[src/sv/csp_pkg.sv]
// ----------------------------------------------------------------------------
// csp_pkg
// shared widths, sepia coefficient table and fixed-point helpers
// ----------------------------------------------------------------------------
package csp_pkg;

    localparam int PIX_W             = 8;
    localparam int GAIN_W            = 12;
    localparam int FRAC_BITS_DEFAULT = 10;
    localparam int NUM_CH            = 3;
    localparam int GAIN_MAX          = (1 << GAIN_W) - 1;

    typedef logic [PIX_W-1:0]         t_pix;
    typedef logic [GAIN_W-1:0]        t_gain;
    typedef t_pix [NUM_CH-1:0]        t_rgb;

    // sepia matrix in thousandths, row = output channel, column = input channel
    localparam int SEPIA_MILLI [NUM_CH][NUM_CH] = '{
        '{393, 769, 189},
        '{349, 686, 168},
        '{272, 534, 131}
    };

    // thousandths to unsigned Q0.frac, halves rounded up
    function automatic int coef_q(input int milli, input int frac);
        int scaled;
        scaled = (milli << frac) + 500;
        return scaled / 1000;
    endfunction

    // 1.1025 in unsigned Q2.frac, saturated to the register range
    function automatic int gain_reset(input int frac);
        int raw;
        raw = ((11025 << frac) + 5000) / 10000;
        return (raw > GAIN_MAX) ? GAIN_MAX : raw;
    endfunction

endpackage

[src/sv/csp_gain_stage.sv]
// ----------------------------------------------------------------------------
// csp_gain_stage
// first pipeline stage: multiplies each channel by the contrast gain
// ----------------------------------------------------------------------------
module csp_gain_stage (
    input  logic                                              i_clk,
    input  logic                                              i_rst_n,
    input  logic                                              i_en,
    input  logic                                              i_valid,
    input  csp_pkg::t_rgb                                     i_pix,
    input  csp_pkg::t_gain                                    i_gain,
    output logic                                              o_valid,
    output logic [csp_pkg::NUM_CH-1:0][csp_pkg::PIX_W+csp_pkg::GAIN_W-1:0] o_prod
);
    import csp_pkg::*;

    localparam int PROD_W = PIX_W + GAIN_W;

    logic                           r_valid;
    logic [NUM_CH-1:0][PROD_W-1:0]  r_prod;
    logic [NUM_CH-1:0][PROD_W-1:0]  n_prod;

    always_comb begin
        for (int c = 0; c < NUM_CH; c++) begin
            n_prod[c] = PROD_W'(i_pix[c]) * PROD_W'(i_gain);
        end
    end

    always_ff @(posedge i_clk) begin
        if (!i_rst_n) begin
            r_valid <= 1'b0;
        end else if (i_en) begin
            r_valid <= i_valid;
        end
    end

    always_ff @(posedge i_clk) begin
        if (i_en) begin
            r_prod <= n_prod;
        end
    end

    assign o_valid = r_valid;
    assign o_prod  = r_prod;

endmodule

[src/sv/csp_matrix_stage.sv]
// ----------------------------------------------------------------------------
// csp_matrix_stage
// second pipeline stage: scales and saturates the adjusted channels, then
// forms the nine sepia coefficient products
// ----------------------------------------------------------------------------
module csp_matrix_stage #(
    parameter int FRAC_BITS = csp_pkg::FRAC_BITS_DEFAULT
) (
    input  logic                                                           i_clk,
    input  logic                                                           i_rst_n,
    input  logic                                                           i_en,
    input  logic                                                           i_valid,
    input  logic [csp_pkg::NUM_CH-1:0][csp_pkg::PIX_W+csp_pkg::GAIN_W-1:0] i_prod,
    output logic                                                           o_valid,
    output logic [csp_pkg::NUM_CH-1:0][csp_pkg::NUM_CH-1:0][csp_pkg::PIX_W+FRAC_BITS-1:0]
                                                                           o_term
);
    import csp_pkg::*;

    localparam int PROD_W = PIX_W + GAIN_W;
    localparam int TERM_W = PIX_W + FRAC_BITS;

    logic                                         r_valid;
    logic [NUM_CH-1:0][NUM_CH-1:0][TERM_W-1:0]    r_term;
    logic [NUM_CH-1:0][NUM_CH-1:0][TERM_W-1:0]    n_term;
    logic [NUM_CH-1:0][PROD_W-1:0]                shifted;
    t_rgb                                         adj;

    always_comb begin
        for (int c = 0; c < NUM_CH; c++) begin
            shifted[c] = i_prod[c] >> FRAC_BITS;
            adj[c]     = (shifted[c] > PROD_W'(255)) ? t_pix'(255) : shifted[c][PIX_W-1:0];
        end
        for (int o = 0; o < NUM_CH; o++) begin
            for (int c = 0; c < NUM_CH; c++) begin
                n_term[o][c] = TERM_W'(adj[c])
                             * TERM_W'(coef_q(SEPIA_MILLI[o][c], FRAC_BITS));
            end
        end
    end

    always_ff @(posedge i_clk) begin
        if (!i_rst_n) begin
            r_valid <= 1'b0;
        end else if (i_en) begin
            r_valid <= i_valid;
        end
    end

    always_ff @(posedge i_clk) begin
        if (i_en) begin
            r_term <= n_term;
        end
    end

    assign o_valid = r_valid;
    assign o_term  = r_term;

endmodule

[src/sv/csp_sum_stage.sv]
// ----------------------------------------------------------------------------
// csp_sum_stage
// third pipeline stage: sums each sepia row, drops the fraction and
// saturates into the output register
// ----------------------------------------------------------------------------
module csp_sum_stage #(
    parameter int FRAC_BITS = csp_pkg::FRAC_BITS_DEFAULT
) (
    input  logic                                                           i_clk,
    input  logic                                                           i_rst_n,
    input  logic                                                           i_en,
    input  logic                                                           i_valid,
    input  logic [csp_pkg::NUM_CH-1:0][csp_pkg::NUM_CH-1:0][csp_pkg::PIX_W+FRAC_BITS-1:0]
                                                                           i_term,
    output logic                                                           o_valid,
    output csp_pkg::t_rgb                                                  o_pix
);
    import csp_pkg::*;

    localparam int TERM_W = PIX_W + FRAC_BITS;
    localparam int SUM_W  = TERM_W + 2;

    logic                          r_valid;
    t_rgb                          r_pix;
    t_rgb                          n_pix;
    logic [NUM_CH-1:0][SUM_W-1:0]  sum;
    logic [NUM_CH-1:0][SUM_W-1:0]  shifted;

    always_comb begin
        for (int o = 0; o < NUM_CH; o++) begin
            sum[o]     = SUM_W'(i_term[o][0]) + SUM_W'(i_term[o][1]) + SUM_W'(i_term[o][2]);
            shifted[o] = sum[o] >> FRAC_BITS;
            n_pix[o]   = (shifted[o] > SUM_W'(255)) ? t_pix'(255) : shifted[o][PIX_W-1:0];
        end
    end

    always_ff @(posedge i_clk) begin
        if (!i_rst_n) begin
            r_valid <= 1'b0;
        end else if (i_en) begin
            r_valid <= i_valid;
        end
    end

    always_ff @(posedge i_clk) begin
        if (i_en) begin
            r_pix <= n_pix;
        end
    end

    assign o_valid = r_valid;
    assign o_pix   = r_pix;

endmodule

[src/sv/contrast_sepia_pixel_filter_core.sv]
// ----------------------------------------------------------------------------
// contrast_sepia_pixel_filter_core
// contrast gain followed by the sepia color matrix, one pixel per clock while the output is not stalled
//
// input channel: i_valid / o_ready with i_red_in, i_green_in, i_blue_in;
// a transfer happens on a rising edge with both high
// output channel: o_valid / i_ready with o_red_out, o_green_out, o_blue_out
// config: i_cfg_we writes i_cfg_data into the contrast gain (unsigned
// Q2.FRAC_BITS), change it only while the pipeline is empty
// path: after the input transfer a pixel passes through the gain
// multiply, coefficient multiply and row sum registers, in that order,
// before o_valid rises
// throughput: one pixel per cycle; all three stages advance together
// when the output register is empty or being taken
// stall: with i_ready low and o_valid high the whole pipeline holds and
// o_ready drops, nothing is lost or repeated
// reset: synchronous active-low i_rst_n clears all valid bits and loads
// the gain with 1.1025
// ----------------------------------------------------------------------------
module contrast_sepia_pixel_filter_core #(
    parameter int FRAC_BITS = csp_pkg::FRAC_BITS_DEFAULT
) (
    input  logic                          i_clk,
    input  logic                          i_rst_n,
    input  logic                          i_cfg_we,
    input  logic [csp_pkg::GAIN_W-1:0]    i_cfg_data,
    input  logic                          i_valid,
    output logic                          o_ready,
    input  logic [csp_pkg::PIX_W-1:0]     i_red_in,
    input  logic [csp_pkg::PIX_W-1:0]     i_green_in,
    input  logic [csp_pkg::PIX_W-1:0]     i_blue_in,
    output logic                          o_valid,
    input  logic                          i_ready,
    output logic [csp_pkg::PIX_W-1:0]     o_red_out,
    output logic [csp_pkg::PIX_W-1:0]     o_green_out,
    output logic [csp_pkg::PIX_W-1:0]     o_blue_out
);
    import csp_pkg::*;

    localparam int    PROD_W     = PIX_W + GAIN_W;
    localparam int    TERM_W     = PIX_W + FRAC_BITS;
    localparam t_gain GAIN_RESET = t_gain'(gain_reset(FRAC_BITS));

    t_gain                                      r_gain;
    logic                                       en;
    t_rgb                                       pix_in;
    t_rgb                                       pix_out;
    logic                                       s1_valid;
    logic                                       s2_valid;
    logic [NUM_CH-1:0][PROD_W-1:0]              s1_prod;
    logic [NUM_CH-1:0][NUM_CH-1:0][TERM_W-1:0]  s2_term;

    always_ff @(posedge i_clk) begin
        if (!i_rst_n) begin
            r_gain <= GAIN_RESET;
        end else if (i_cfg_we) begin
            r_gain <= i_cfg_data;
        end
    end

    assign en      = !o_valid || i_ready;
    assign o_ready = en;
    assign pix_in  = {i_blue_in, i_green_in, i_red_in};

    csp_gain_stage u_gain (
        .i_clk   (i_clk),
        .i_rst_n (i_rst_n),
        .i_en    (en),
        .i_valid (i_valid),
        .i_pix   (pix_in),
        .i_gain  (r_gain),
        .o_valid (s1_valid),
        .o_prod  (s1_prod)
    );

    csp_matrix_stage #(
        .FRAC_BITS (FRAC_BITS)
    ) u_matrix (
        .i_clk   (i_clk),
        .i_rst_n (i_rst_n),
        .i_en    (en),
        .i_valid (s1_valid),
        .i_prod  (s1_prod),
        .o_valid (s2_valid),
        .o_term  (s2_term)
    );

    csp_sum_stage #(
        .FRAC_BITS (FRAC_BITS)
    ) u_sum (
        .i_clk   (i_clk),
        .i_rst_n (i_rst_n),
        .i_en    (en),
        .i_valid (s2_valid),
        .i_term  (s2_term),
        .o_valid (o_valid),
        .o_pix   (pix_out)
    );

    assign o_red_out   = pix_out[0];
    assign o_green_out = pix_out[1];
    assign o_blue_out  = pix_out[2];

endmodule
[config.mk]
export PLATFORM = sky130hd
export DESIGN_NAME = contrast_sepia_pixel_filter_core
export DESIGN_NICKNAME = d
export VERILOG_FILES = /design/src/sv/csp_pkg.sv /design/src/sv/csp_gain_stage.sv /design/src/sv/csp_matrix_stage.sv /design/src/sv/csp_sum_stage.sv /design/src/sv/contrast_sepia_pixel_filter_core.sv
export SDC_FILE = /design/constraint.sdc
export NUM_CORES = 1
export LEC_CHECK = 0
export ABC_AREA = 1
export BUFFER_PORTS_ARGS = -buffer_cell sky130_fd_sc_hd__buf_2
export CAP_MARGIN = 20
export CORE_MARGIN = 2
export CORE_UTILIZATION = 56
export CTS_CLUSTER_DIAMETER = 100
export DETAILED_ROUTE_END_ITERATION = 16
export PLACE_DENSITY = 0.85
export SLEW_MARGIN = 10
export SYNTH_ARGS = -nofsm -noshare
export SYNTH_HDL_FRONTEND = slang
export SYNTH_SLANG_ARGS = --single-unit
[constraint.sdc]
create_clock -name i_clk -period 8.6 [get_ports i_clk]
set_input_delay 1.29 -clock i_clk [delete_from_list [all_inputs] [get_ports i_clk]]
set_output_delay 1.29 -clock i_clk [all_outputs]
set_load 0.01 [all_outputs]
==> out/metrics.cfg <==
[logic_synthesis]
yosys.cell_types.count = 46
syn_avg_cell_area_sq_um = 8.16
synth_fp_nets = 4372
yosys_warnings = 0
yosys_most_used_dff = edfxtp_1
syn_inst = 3573
synth_edf_count = 188
synth-seq-cells = 203
async_flop_share = 0
ys_seq_area_frac = 0.204
synth_area_sq_mm = 0.0291

[detailed_routing]
drt-initial-drc-count = 1521
vias_per_cell = 5.40
firstDrtPassIters = 6
num_vias = 23300
wire_per_inst_microns = 15.0
drcViolationCount = 0
postRouteAntennaNets = 0
postRouteWirelength_microns = 65000

[timing]
rsz0062_at_grt = false
skew_ns = 0.0399
hold_viol_final = 0
post-route-min-period_ns = 5.11
timing.slew.headroom = 0.219
setup-violations-final = 0
setup_tns_ns = 0
fmax_mhz = 196
finalWorstSetupSlack_ns = 3.49
tightestPinTransition_ns = 1.17
post-route-period-util = 0.594
drv_slew = 0

[floorplan]
die_h_microns = 232
dieWidth_microns = 232
core_sq_mm = 0.0514
start_util = 0.567
dieArea_sq_mm = 0.0539
rows = 83
ios = 67

[grt]
grt.total_usage = 0.249
gr-total-overflow = 0
grt_pass1_wl_microns = 110000
grt_max_degree = 74
antenna_found_initial = 2
grt_pass1_vias = 23500

[place]
preCtsSetupSlack_ns = 3.33
port_buffers = 66
gp_congestion = 0.920
hpwl_microns = 52800

[clocking]
cts.sinks = 203
cts_made_buffers = 26
cts_tree = done
clockRootBuffer = clkbuf_16
cts_setup_buffers = 0
clock_path_buffers = 3
insertion_delay_ns = 0.58
cts_hold_buf = 0
post_cts_resized = 0
htree_levels = 1
clk_pin_slew_ns = 0.05

[layout]
layout-drive-gt1-share = 0.0399
fillers = 4320
nets = 4415
seq_area_sq_mm = 0.00595
syn_to_final_growth_pct = 6.35
multi_input_area_sq_mm = 0.0202

[run]
maxCapViolCount = 0

[worst_setup_path]
cp-start-kind = register
slowest_delay_ns = 0.66
crit_start = u_gain.o_prod[38]
crit_buf_inv = 6
critPathTopFamily = adder cells
cpMaxStageDelayCell = fa_1
end_kind = register
crit_fanout = 8
crit_top_cell = inv_1
crit_chain = nor2_1 > inv_1 > nor2_1 > inv_1 > fa_1 > inv_1 > fa_1 > inv_1 > fa_1 > fa_1 > inv_1 > ha_1 > nand2_1 > inv_1 > a21oi_1 > nand2_1 > a21oi_1 > o21ai_0 > xor2_1
cp.required_ns = 8.91
reg2reg_from = u_gain.o_prod[38]
cp_data_arrival_time_ns = 5.42
critPathKind = register to register

[worst_hold_path]
hold_path_class = register to register
hp-start = u_matrix.o_valid

[status]
outcome = finished, final reports clean

## layer usage
metal	global-route usage	part of all wire	routed length [microns]
met2	0.437	0.49	31600
met4	0.0960	0.035	2250
met5	0	0	0
met1	0.315	0.42	27400
met3	0.0252	0.057	3680
## sequential cells by signal, summed over array words and instances, names as in the netlist
signal	count
u_sum.o_pix	24
u_gain.o_prod	30
u_sum.o_valid	1
u_gain.o_valid	1
u_matrix.o_term	134
r_gain	12
u_matrix.o_valid	1
## worst paths after layout
| path | to | slack, ns | cells past startpoint |
|---|---|---|---|
| worst max register to register | u_matrix.o_term[87] | 3.49 | 19 |
| worst min-delay path | u_sum.o_valid | 0.47 | 1 |
| worst min register to register | u_sum.o_valid | 0.47 | 1 |
| worst max-delay path | u_matrix.o_term[87] | 3.49 | 19 |
## kinds of logic (layout without fill, tap and decap cells)
kind of cell / after synthesis / count (layout) / share of synthesized area
AO/OA/AOI/OAI: 359 / 359 / 0.0684
XOR/XNOR: 162 / 162 / 0.0487
adder cells (fa/ha/maj): 758 / 758 / 0.393
buffers and inverters: 785 / 846 / 0.101
flip-flops: 203 / 203 / 0.204
other: 0 / 3 / 0
AND/OR/NAND/NOR: 1306 / 1306 / 0.185
## Yosys cell counts, types with 10 or more instances
| master | instances | area, sq um |
|---|---|---|
| clkbuf_1 | 60 | 225 |
| nor2_1 | 170 | 638 |
| edfxtp_1 | 188 | 5650 |
| nor4_1 | 10 | 62.6 |
| ha_1 | 496 | 6210 |
| fa_1 | 262 | 5250 |
| nand4_1 | 31 | 194 |
| o21bai_1 | 20 | 150 |
| nand3_1 | 146 | 731 |
| a21o_1 | 15 | 113 |
| xor2_1 | 112 | 981 |
| nand2_2 | 12 | 75.1 |
| a31oi_1 | 10 | 62.6 |
| inv_1 | 722 | 2710 |
| o21ai_0 | 85 | 425 |
| nand2_1 | 881 | 3310 |
| dfxtp_1 | 15 | 300 |
| xnor2_1 | 50 | 438 |
| nand3b_1 | 17 | 128 |
| a21oi_1 | 197 | 986 |
| nor3_1 | 17 | 85.1 |
## area by class of cell
| class | instances | area share |
|---|---|---|
| diodes | 3 | 0.000242 |
| inverters | 723 | 0.0878 |
| repair buffers | 77 | 0.0141 |
| flip-flops and latches | 203 | 0.192 |
| well taps | 680 | 0.0275 |
| clock inverters | 14 | 0.00359 |
| clock buffers | 32 | 0.0217 |
| multi-input cells | 2585 | 0.653 |
## stage by stage
| stage | std cells | hold WS [ns] | utilization | cell area, sq um |
|---|---|---|---|---|
| after floorplan | 3573 | 0.441 | - | 29100 |
| after global placement | 4265 | 0.441 | 0.587 | 30200 |
| final | 4317 | 0.470 | 0.603 | 31000 |
| after CTS | 4311 | 0.467 | 0.602 | 30900 |
| after detailed placement | 4265 | 0.453 | 0.587 | 30200 |
| after global routing | 4316 | 0.496 | 0.603 | 31000 |
## layout by cell type, fill, tap and decap left out, types with 8 or more instances in the layout
| cell type | n |
|---|---|
| a21o_1 | 15 |
| a21oi_1 | 197 |
| a31oi_1 | 10 |
| buf_2 | 66 |
| buf_4 | 8 |
| clkbuf_16 | 26 |
| dfxtp_1 | 15 |
| edfxtp_1 | 188 |
| fa_1 | 262 |
| ha_1 | 496 |
| inv_1 | 721 |
| nand2_1 | 881 |
| nand2_2 | 12 |
| nand3_1 | 146 |
| nand3b_1 | 17 |
| nand4_1 | 31 |
| nor2_1 | 170 |
| nor3_1 | 17 |
| nor4_1 | 10 |
| o21ai_0 | 85 |
| o21bai_1 | 20 |
| or2_2 | 8 |
| xnor2_1 | 50 |
| xor2_1 | 112 |
Power is left out: the tool's default activity adds up to more than one toggle a clock period on the data nets, which glitch-free logic cannot reach.
